[config.mk]
export PLATFORM = sky130hd
export DESIGN_NAME = memory_test_sequencer
export DESIGN_NICKNAME = d
export VERILOG_FILES = /design/src/sv/mts_pkg.sv /design/src/sv/memory_test_sequencer.sv
export SDC_FILE = /design/constraint.sdc
export NUM_CORES = 1
export LEC_CHECK = 0
export BUFFER_PORTS_ARGS = -buffer_cell sky130_fd_sc_hd__buf_2
export CORE_MARGIN = 1.5
export CORE_UTILIZATION = 45
export CTS_BUF_LIST = sky130_fd_sc_hd__clkbuf_4
export DETAILED_ROUTE_END_ITERATION = 6
export PLACE_DENSITY_LB_ADDON = 0.12
export SETUP_SLACK_MARGIN = 0.1
export SYNTH_ARGS = -nofsm -noshare
export SYNTH_HDL_FRONTEND = slang
export SYNTH_SLANG_ARGS = --single-unit
[constraint.sdc]
create_clock -name aclk -period 9.65 [get_ports aclk]
set_input_delay 0.4825 -clock aclk [delete_from_list [all_inputs] [get_ports aclk]]
set_output_delay 0.4825 -clock aclk [all_outputs]
set_load 0.005 [all_outputs]
[src/sv/mts_pkg.sv]
// Package for the memory test sequencer: sequencer phases, access kinds,
// configuration register indexes and default sizes.
// No dependencies; used by memory_test_sequencer.
package mts_pkg;

    // Default sizes for the top level parameters.
    localparam int DATA_WIDTH_DEF = 32;
    localparam int ADDR_WIDTH_DEF = 16;

    // Fixed widths of the transaction fields and configuration registers.
    localparam int FIELD_W     = 32;
    localparam int REGION_W    = 17;
    localparam int CFG_INDEX_W = 1;

    // Configuration register indexes.
    localparam logic [CFG_INDEX_W-1:0] CFG_BASE_ADDRESS = 1'd0;
    localparam logic [CFG_INDEX_W-1:0] CFG_REGION_WORDS = 1'd1;

    // Input function codes.
    localparam logic FUNC_START = 1'b0;
    localparam logic FUNC_STEP  = 1'b1;

    // Test modes carried by a start transaction.
    localparam logic [1:0] MODE_DATA_BUS = 2'd0;
    localparam logic [1:0] MODE_ADDR_BUS = 2'd1;
    localparam logic [1:0] MODE_DEVICE   = 2'd2;

    // Access kinds on the result channel.
    localparam logic [1:0] KIND_IDLE  = 2'd0;
    localparam logic [1:0] KIND_WRITE = 2'd1;
    localparam logic [1:0] KIND_READ  = 2'd2;
    localparam logic [1:0] KIND_DONE  = 2'd3;

    // Pattern used by the address bus test.
    localparam logic [FIELD_W-1:0] AB_PATTERN = 32'hAAAA_AAAA;

    // Sequencer phases: each names the access that was just issued.
    typedef enum logic [3:0] {
        PH_IDLE,
        PH_DB_WROTE,
        PH_DB_READ,
        PH_AB_FILL,
        PH_AB_BASE_ANTI,
        PH_AB_CHECK,
        PH_AB_BASE_PAT,
        PH_AB_VICTIM_ANTI,
        PH_AB_SCAN,
        PH_AB_VICTIM_RESTORE,
        PH_DV_FILL,
        PH_DV_CHECK,
        PH_DV_CLEAR
    } phase_t;

endpackage

[src/sv/memory_test_sequencer.sv]
// Memory test sequencer top level: phase register, test datapath and result register.
// Depends on mts_pkg.
//
// The sequencer drives an external word-addressed memory in lockstep with its user.
// A transaction on the s_ channel with s_func low starts a test chosen by s_test_mode:
// a walking-ones data bus test on the base word, an address bus test that writes a
// pattern at word offsets 1, 2, 4 and so on and checks for aliasing, or a device test
// that fills the region with an incrementing pattern, then reads back and clears it.
// A transaction with s_func high is a step and carries, in s_read_data, the data of
// the previous read. Every input transaction yields exactly one result transaction on
// the m_ channel: the next write or read access, an idle answer, or a done report that
// gives pass or fail and the failing word address.
// The region is set through the cfg_ channel (index 0 base word address, index 1 the
// number of words); writes are taken at any time and always acknowledged.
// The result of a transaction is registered: it is shown on the m_ channel right after
// the edge that accepts it. Throughput is one transaction per cycle while the m_ side
// takes its results, bounded by the single phase register that each step reads
// and updates.
// The result register frees up in the same cycle that its transaction is taken, so
// s_ready only falls while a result waits and m_ready is low; no result is dropped.
// Reset clears the phase to idle, empties the result register and restores the
// region to base 0 and 65536 words.
module memory_test_sequencer #(
    parameter int DATA_WIDTH = mts_pkg::DATA_WIDTH_DEF,
    parameter int ADDR_WIDTH = mts_pkg::ADDR_WIDTH_DEF
) (
    input  logic                              aclk,
    input  logic                              aresetn,
    // Configuration write channel.
    input  logic                              cfg_valid,
    output logic                              cfg_ready,
    input  logic [mts_pkg::CFG_INDEX_W-1:0]   cfg_index,
    input  logic [mts_pkg::FIELD_W-1:0]       cfg_wdata,
    // Input channel.
    input  logic                              s_valid,
    output logic                              s_ready,
    input  logic                              s_func,
    input  logic [1:0]                        s_test_mode,
    input  logic [mts_pkg::FIELD_W-1:0]       s_read_data,
    // Result channel.
    output logic                              m_valid,
    input  logic                              m_ready,
    output logic [1:0]                        m_access_kind,
    output logic [mts_pkg::FIELD_W-1:0]       m_access_address,
    output logic [mts_pkg::FIELD_W-1:0]       m_write_data,
    output logic                              m_test_passed,
    output logic [mts_pkg::FIELD_W-1:0]       m_fail_address
);

    import mts_pkg::*;

    // Patterns and compares use at most the 32 bits that the fields can carry.
    localparam int PW = (DATA_WIDTH < FIELD_W) ? DATA_WIDTH : FIELD_W;
    // Word offsets need one bit more than the address so that they can hold the size.
    localparam int OW = ADDR_WIDTH + 1;
    localparam logic [FIELD_W-1:0] MAX_WORDS = FIELD_W'(1) << ADDR_WIDTH;

    // Configuration registers.
    logic [FIELD_W-1:0]  base_address_reg;
    logic [REGION_W-1:0] region_words_reg;

    // Sequencer state.
    phase_t         phase_reg, phase_next;
    logic [OW-1:0]  walk_offset_reg, walk_offset_next;
    logic [OW-1:0]  victim_offset_reg, victim_offset_next;
    logic [PW-1:0]  pattern_reg, pattern_next;
    logic [PW-1:0]  expected_reg, expected_next;

    // Completion of a test, decided by the next state logic.
    logic           fin_done;
    logic           fin_pass;
    logic [OW-1:0]  fin_offset;

    // Result register.
    logic                m_valid_reg;
    logic [1:0]          kind_reg, kind_next;
    logic [FIELD_W-1:0]  address_reg, address_next;
    logic [FIELD_W-1:0]  wdata_reg, wdata_next;
    logic                passed_reg, passed_next;
    logic [FIELD_W-1:0]  fail_reg, fail_next;

    logic           in_fire;
    logic [FIELD_W-1:0] region_ext;
    logic [FIELD_W-1:0] words_lim;
    logic [OW-1:0]  words;
    logic [OW-1:0]  amask;
    logic [OW-1:0]  walk_shl;
    logic [OW-1:0]  victim_shl;
    logic [OW-1:0]  walk_inc;
    logic [PW-1:0]  pattern_shl;
    logic [PW-1:0]  pattern_inc;
    logic [PW-1:0]  expected_inc;
    logic [PW-1:0]  pattern_anti;
    logic [PW-1:0]  read_eff;
    logic           mismatch;
    logic [OW-1:0]  access_offset;

    assign cfg_ready = 1'b1;
    assign s_ready   = !m_valid_reg || m_ready;
    assign in_fire   = s_valid && s_ready;

    // Effective region size: zero means one word, and it never exceeds the address space.
    assign region_ext = {{(FIELD_W - REGION_W){1'b0}}, region_words_reg};
    assign words_lim  = (region_ext == '0) ? FIELD_W'(1) :
                        (region_ext > MAX_WORDS) ? MAX_WORDS : region_ext;
    assign words      = words_lim[OW-1:0];
    assign amask      = words - OW'(1);

    assign walk_shl     = {walk_offset_reg[OW-2:0], 1'b0};
    assign victim_shl   = {victim_offset_reg[OW-2:0], 1'b0};
    assign walk_inc     = walk_offset_reg + OW'(1);
    assign pattern_shl  = {pattern_reg[PW-2:0], 1'b0};
    assign pattern_inc  = pattern_reg + PW'(1);
    assign expected_inc = expected_reg + PW'(1);
    assign pattern_anti = ~pattern_reg;
    assign read_eff     = s_read_data[PW-1:0];
    assign mismatch     = (read_eff != expected_reg);

    // Next state: which access comes next, and whether the test ends here.
    always_comb begin
        phase_next         = phase_reg;
        walk_offset_next   = walk_offset_reg;
        victim_offset_next = victim_offset_reg;
        pattern_next       = pattern_reg;
        expected_next      = expected_reg;
        fin_done           = 1'b0;
        fin_pass           = 1'b0;
        fin_offset         = '0;

        if (s_func == FUNC_START) begin
            walk_offset_next   = '0;
            victim_offset_next = '0;
            expected_next      = '0;
            case (s_test_mode)
                MODE_DATA_BUS: begin
                    pattern_next = PW'(1);
                    phase_next   = PH_DB_WROTE;
                end
                MODE_ADDR_BUS: begin
                    pattern_next     = AB_PATTERN[PW-1:0];
                    walk_offset_next = OW'(1);
                    phase_next       = (amask[0]) ? PH_AB_FILL : PH_AB_BASE_ANTI;
                end
                MODE_DEVICE: begin
                    // The region always holds at least one word.
                    pattern_next = PW'(1);
                    phase_next   = PH_DV_FILL;
                end
                default: begin
                    pattern_next = '0;
                    phase_next   = PH_IDLE;
                end
            endcase
        end else begin
            case (phase_reg)
                PH_DB_WROTE: begin
                    expected_next = pattern_reg;
                    phase_next    = PH_DB_READ;
                end
                PH_DB_READ: begin
                    if (mismatch) begin
                        phase_next = PH_IDLE;
                        fin_done   = 1'b1;
                    end else begin
                        pattern_next = pattern_shl;
                        if (pattern_shl == '0) begin
                            phase_next = PH_IDLE;
                            fin_done   = 1'b1;
                            fin_pass   = 1'b1;
                        end else begin
                            phase_next = PH_DB_WROTE;
                        end
                    end
                end
                PH_AB_FILL: begin
                    walk_offset_next = walk_shl;
                    phase_next = ((walk_shl & amask) != '0) ? PH_AB_FILL : PH_AB_BASE_ANTI;
                end
                PH_AB_BASE_ANTI: begin
                    walk_offset_next = OW'(1);
                    if (amask[0]) begin
                        expected_next = pattern_reg;
                        phase_next    = PH_AB_CHECK;
                    end else begin
                        phase_next = PH_AB_BASE_PAT;
                    end
                end
                PH_AB_CHECK: begin
                    if (mismatch) begin
                        phase_next = PH_IDLE;
                        fin_done   = 1'b1;
                        fin_offset = walk_offset_reg;
                    end else begin
                        walk_offset_next = walk_shl;
                        if ((walk_shl & amask) != '0) begin
                            expected_next = pattern_reg;
                            phase_next    = PH_AB_CHECK;
                        end else begin
                            phase_next = PH_AB_BASE_PAT;
                        end
                    end
                end
                PH_AB_BASE_PAT: begin
                    victim_offset_next = OW'(1);
                    if (amask[0]) begin
                        phase_next = PH_AB_VICTIM_ANTI;
                    end else begin
                        phase_next = PH_IDLE;
                        fin_done   = 1'b1;
                        fin_pass   = 1'b1;
                    end
                end
                PH_AB_VICTIM_ANTI: begin
                    walk_offset_next = OW'(1);
                    if (amask[0]) begin
                        expected_next = pattern_reg;
                        phase_next    = PH_AB_SCAN;
                    end else begin
                        phase_next = PH_AB_VICTIM_RESTORE;
                    end
                end
                PH_AB_SCAN: begin
                    // The victim word itself is expected to differ.
                    if (mismatch && (walk_offset_reg != victim_offset_reg)) begin
                        phase_next = PH_IDLE;
                        fin_done   = 1'b1;
                        fin_offset = walk_offset_reg;
                    end else begin
                        walk_offset_next = walk_shl;
                        if ((walk_shl & amask) != '0) begin
                            expected_next = pattern_reg;
                            phase_next    = PH_AB_SCAN;
                        end else begin
                            phase_next = PH_AB_VICTIM_RESTORE;
                        end
                    end
                end
                PH_AB_VICTIM_RESTORE: begin
                    victim_offset_next = victim_shl;
                    if ((victim_shl & amask) != '0) begin
                        phase_next = PH_AB_VICTIM_ANTI;
                    end else begin
                        phase_next = PH_IDLE;
                        fin_done   = 1'b1;
                        fin_pass   = 1'b1;
                    end
                end
                PH_DV_FILL: begin
                    pattern_next = pattern_inc;
                    if (walk_inc < words) begin
                        walk_offset_next = walk_inc;
                        phase_next       = PH_DV_FILL;
                    end else begin
                        walk_offset_next = '0;
                        expected_next    = PW'(1);
                        phase_next       = PH_DV_CHECK;
                    end
                end
                PH_DV_CHECK: begin
                    if (mismatch) begin
                        phase_next = PH_IDLE;
                        fin_done   = 1'b1;
                        fin_offset = walk_offset_reg;
                    end else begin
                        phase_next = PH_DV_CLEAR;
                    end
                end
                PH_DV_CLEAR: begin
                    walk_offset_next = walk_inc;
                    expected_next    = expected_inc;
                    if (walk_inc < words) begin
                        phase_next = PH_DV_CHECK;
                    end else begin
                        phase_next = PH_IDLE;
                        fin_done   = 1'b1;
                        fin_pass   = 1'b1;
                    end
                end
                default: begin
                    phase_next = PH_IDLE;
                end
            endcase
        end
    end

    // Outputs: the issued access follows from the phase just entered.
    always_comb begin
        kind_next     = KIND_IDLE;
        access_offset = '0;
        wdata_next    = '0;
        passed_next   = 1'b0;
        fail_next     = '0;

        if (fin_done) begin
            kind_next   = KIND_DONE;
            passed_next = fin_pass;
            if (!fin_pass) begin
                fail_next = base_address_reg + {{(FIELD_W - OW){1'b0}}, fin_offset};
            end
        end else begin
            case (phase_next)
                PH_DB_WROTE: begin
                    kind_next  = KIND_WRITE;
                    wdata_next = {{(FIELD_W - PW){1'b0}}, pattern_next};
                end
                PH_AB_FILL, PH_AB_BASE_PAT, PH_AB_VICTIM_RESTORE, PH_DV_FILL: begin
                    kind_next  = KIND_WRITE;
                    wdata_next = {{(FIELD_W - PW){1'b0}}, pattern_next};
                    if (phase_next == PH_AB_VICTIM_RESTORE) begin
                        access_offset = victim_offset_next;
                    end else if (phase_next != PH_AB_BASE_PAT) begin
                        access_offset = walk_offset_next;
                    end
                end
                PH_AB_BASE_ANTI: begin
                    kind_next  = KIND_WRITE;
                    wdata_next = {{(FIELD_W - PW){1'b0}}, ~pattern_next};
                end
                PH_AB_VICTIM_ANTI: begin
                    kind_next     = KIND_WRITE;
                    wdata_next    = {{(FIELD_W - PW){1'b0}}, pattern_anti};
                    access_offset = victim_offset_next;
                end
                PH_DV_CLEAR: begin
                    kind_next     = KIND_WRITE;
                    access_offset = walk_offset_next;
                end
                PH_DB_READ: begin
                    kind_next = KIND_READ;
                end
                PH_AB_CHECK, PH_AB_SCAN, PH_DV_CHECK: begin
                    kind_next     = KIND_READ;
                    access_offset = walk_offset_next;
                end
                default: begin
                    kind_next = KIND_IDLE;
                end
            endcase
        end

        if (kind_next == KIND_WRITE || kind_next == KIND_READ) begin
            address_next = base_address_reg + {{(FIELD_W - OW){1'b0}}, access_offset};
        end else begin
            address_next = '0;
        end
    end

    // Configuration registers.
    always_ff @(posedge aclk) begin
        if (!aresetn) begin
            base_address_reg <= '0;
            region_words_reg <= REGION_W'(65536);
        end else if (cfg_valid && cfg_ready) begin
            case (cfg_index)
                CFG_BASE_ADDRESS: base_address_reg <= cfg_wdata;
                CFG_REGION_WORDS: region_words_reg <= cfg_wdata[REGION_W-1:0];
                default: begin
                end
            endcase
        end
    end

    // Sequencer state advances once per accepted transaction.
    always_ff @(posedge aclk) begin
        if (!aresetn) begin
            phase_reg         <= PH_IDLE;
            walk_offset_reg   <= '0;
            victim_offset_reg <= '0;
            pattern_reg       <= '0;
            expected_reg      <= '0;
        end else if (in_fire) begin
            phase_reg         <= phase_next;
            walk_offset_reg   <= walk_offset_next;
            victim_offset_reg <= victim_offset_next;
            pattern_reg       <= pattern_next;
            expected_reg      <= expected_next;
        end
    end

    // Result register: valid flag under reset, payload loaded with each transaction.
    always_ff @(posedge aclk) begin
        if (!aresetn) begin
            m_valid_reg <= 1'b0;
        end else if (in_fire) begin
            m_valid_reg <= 1'b1;
        end else if (m_ready) begin
            m_valid_reg <= 1'b0;
        end
    end

    always_ff @(posedge aclk) begin
        if (in_fire) begin
            kind_reg    <= kind_next;
            address_reg <= address_next;
            wdata_reg   <= wdata_next;
            passed_reg  <= passed_next;
            fail_reg    <= fail_next;
        end
    end

    assign m_valid          = m_valid_reg;
    assign m_access_kind    = kind_reg;
    assign m_access_address = address_reg;
    assign m_write_data     = wdata_reg;
    assign m_test_passed    = passed_reg;
    assign m_fail_address   = fail_reg;

    // A finished test always leaves the sequencer idle.
    assert property (@(posedge aclk) disable iff (!aresetn)
        (in_fire && fin_done) |=> (phase_reg == PH_IDLE))
        else $error("sequencer not idle after a done result");

    // A passing done report never names a failing address.
    assert property (@(posedge aclk) disable iff (!aresetn)
        (m_valid && m_access_kind == KIND_DONE && m_test_passed) |-> (m_fail_address == '0))
        else $error("passing result carries a fail address");

    // Only write accesses carry data.
    assert property (@(posedge aclk) disable iff (!aresetn)
        (m_valid && m_access_kind != KIND_WRITE) |-> (m_write_data == '0))
        else $error("write data on a non-write result");

    // An empty result register never holds off the input channel.
    assert property (@(posedge aclk) disable iff (!aresetn)
        !m_valid_reg |-> s_ready)
        else $error("input stalled with an empty result register");

endmodule
==> metrics.cfg <==
[global_route]
grt_usage_pct = 29.3
grt_overflow = 0
antenna_found_initial = 2
grt_pass1_vias = 16000
grt_pass1_wl_um = 90300
grt_max_degree = 92

[floorplanning]
die_x_um = 199
num_io_pins = 175
rows = 71
fp.dieArea_sq_mm = 0.0395
core_area_sq_mm = 0.0377
die_h_um = 199
start_util_pct = 45.8

[logic_synthesis]
synth_fa_ha_area_share_pct = 4.22
yosysWarnings = 0
synth_top_family_by_area = simple AND/OR/NAND/NOR gates
synth-xor-area-share_pct = 6.91
yosys.area_share.simple_pct = 25.5
synth_nets = 2345
ys_types = 80
syn_area_per_cell_sq_um = 7.79
synth_compound_area_share_pct = 23.2
synthArstFlopShare_pct = 0
syn_inst = 2215
synthMuxAreaShare_pct = 0.305
synth.cell_area_sq_mm = 0.0172
synth-seq-cells = 251
synth.yosys.seq_area_share_pct = 34.9
synth_ff_type = dfxtp_1
synth_edf_count = 99

[clock_network]
clockRootBuffer = clkbuf_4
cts_buffers = 73
post-cts-setup-buffer-count = 0
clock_latency_ps = 780
htree_levels = 3
clkSlewWorstSetupHoldPaths_ps = 70
cts_tree = done
clock_tree.buffer_depth = 3
clock_sinks = 251

[timing]
rsz0062_at_grt = no
max_slew_margin_pct = 17.8
period_share_pct = 90.7
slew_violations = 0
final.setup.worst_slack_ps = 894
fin_skew_ps = 59.4
max_freq_mhz = 114
hold_viol = 0
setup_violations = 0
setup-tns-final_ps = 0
period_needed_ps = 8760
worst_slew_pin_slew_ps = 1230

[place]
gp_congestion = 0.933
buffer_ports.inserted = 173
dp_hpwl_um = 40600
post_dp_cell_area_sq_mm = 0.0184
pre_cts_slack_ps = 817

[power]
peakVddDrop_v = 0.0000605
clockPowerShare_pct = 41.0
combPwrFrac_pct = 14.1
p_switching_uw = 784
p_sw_share_pct = 29.4
pwr-share-seq_pct = 44.8
internal_power_uw = 1890
leakagePower_uw = 0.00765
p_per_area_mw_per_mm2 = 135

[setup_path]
end_kind = flop
critPathBufInv = 2
r2r_end = m_access_address[24]
start_kind = flop
crit_type = flop to flop
slowest_stage = a32oi_4
worstPathRequired_ps = 10180
cp_max_fo = 17
crit_family = simple AND/OR/NAND/NOR gates
rr_worst_depth = 32
max_stage_delay_ps = 570
r2r_start = region_words_reg[8]
r2r_slack_ps = 890
arrival_ps = 9280

[cells_and_area]
final_common_cell = nand2_1
area_delta_synth_final_pct = 14.3
post-route-util_pct = 52.4
layout_common_cells = nand2_1 (332), nor2_1 (237), a21oi_1 (188)
finalInstanceArea_sq_mm = 0.0197
drive_gt1_share_pct = 15.3
finalNetCount = 2476

[route]
drt_iter0_drc = 1716
firstDrtPassIters = 7
ant_nets = 0
post-route-drc-count = 16
drt-total-wl_um = 57900
routedWlPerCell_um = 19.9
num_vias = 17300
viasPerCell = 5.92

[hold_path]
hold_class = primary input to flop
holdPathStages = 3
min-delay-start = m_ready
hold_path_end = m_valid

[outcome]
violations = DRC
status = complete, but fails checks

[job]
maxCapViolations = 0

-- cell usage after synthesis (all sizes together) (4+ instances only) --
cell	instances	area share, %
nand2	333	7.2
nor2	240	5.3
a21oi	188	5.5
clkbuf	157	3.4
dfxtp	152	18
o21ai	117	3.4
nand3	103	3.0
edfxtp	99	17
xor2	95	4.8
ha	55	4.0
and3	43	1.6
nor3	42	1.2
xnor2	41	2.1
o221ai	36	1.8
o211ai	33	1.4
a21o	32	1.4
buf	32	0.94
nand4	29	1.1
a211oi	28	1.2
o22ai	28	1.3
nor4	27	1.1
a31oi	26	0.94
and2	26	0.94
inv	23	0.50
nand2b	23	0.83
nor2b	21	0.76
o21a	21	0.91
or3	21	0.76
a22o	17	0.86
a221o	11	0.64
a221oi	11	0.56
and4	10	0.51
o31ai	8	0.43
a21boi	6	0.26
a22oi	6	0.26
a32oi	5	0.30
nor3b	5	0.22
nor4b	5	0.25
o21bai	5	0.22
a2111oi	4	0.24
nand3b	4	0.17
o22a	4	0.20
o41a	4	0.26
o41ai	4	0.20
-- power groups by stage --
stage	registers [uW]	logic [uW]	clock network, uW
2_1_floorplan	1190	253	0
3_3_place_gp	1220	359	0
3_5_place_dp	1220	360	0
4_1_cts	1190	372	1120
5_1_grt	1200	415	1180
6_report	1200	377	1100
-- kinds of logic after synthesis --
group,after synthesis
buffers and inverters,214
muxes,5
adders and majority gates,57
and+or+nand+nor,942
other,1
xor gates and xnor gates,136
AOI/OAI and AO/OA,609
DFF,251
-- metrics by stage --
step	hold WS (ps)	std cells	power [uW]
6_report	120	2916	2670
3_3_place_gp	484	2747	1580
4_1_cts	67.2	2914	2690
2_1_floorplan	458	2215	1450
5_1_grt	102	2916	2790
3_5_place_dp	477	2747	1580
-- per-layer routing --
layer	track usage, %	share of wire, %	up-vias
met4	10.2	2.8	0
met2	42.5	42	780
met5	0	0	-
met3	5.70	9.0	127
li1	-	-	8309
met1	42.9	47	8045
-- how the worst max path moves through the flow --
stage                        start              endpoint  slack (ps)  depth (start not counted)
4_1_cts        region_words_reg[8]  m_access_address[30]         800                         32
3_5_place_dp   region_words_reg[8]  m_access_address[24]         820                         32
5_1_grt        region_words_reg[8]  m_access_address[24]         220                         32
3_3_place_gp   region_words_reg[8]  m_access_address[24]        1000                         32
6_report       region_words_reg[8]  m_access_address[24]         890                         32
2_1_floorplan  region_words_reg[4]  m_access_address[29]        2320                         35
-- timing repair --
item / 4_1_cts / 5_1_grt
hold endpoints to repair: 43 / 0
hold buffers: 35 / 0
gates resized for setup: 0 / 1
setup endpoints to repair: 0 / 4
-- worst reg2reg max path, delay by kind of cell (launching register included) --
kind            cells  cell delay, ps
simple gates       14            3640
flops               1             380
mux                 1             140
buf+inv             2             480
xor+xnor            1             170
compound gates     12            3040
fa+ha+maj           2             690
-- final cells by class --
class	instances	area (sq um)
diodes	2	5.00
clock buffers	111	833
clock inverters	21	163
fillers	3617	17900
inverters	25	98.8
multi-input cells	1750	10500
flip-flops and latches	251	6020
well taps	511	639
repair buffers	245	1490
No activity file was read; power rests on OpenSTA's default activity.
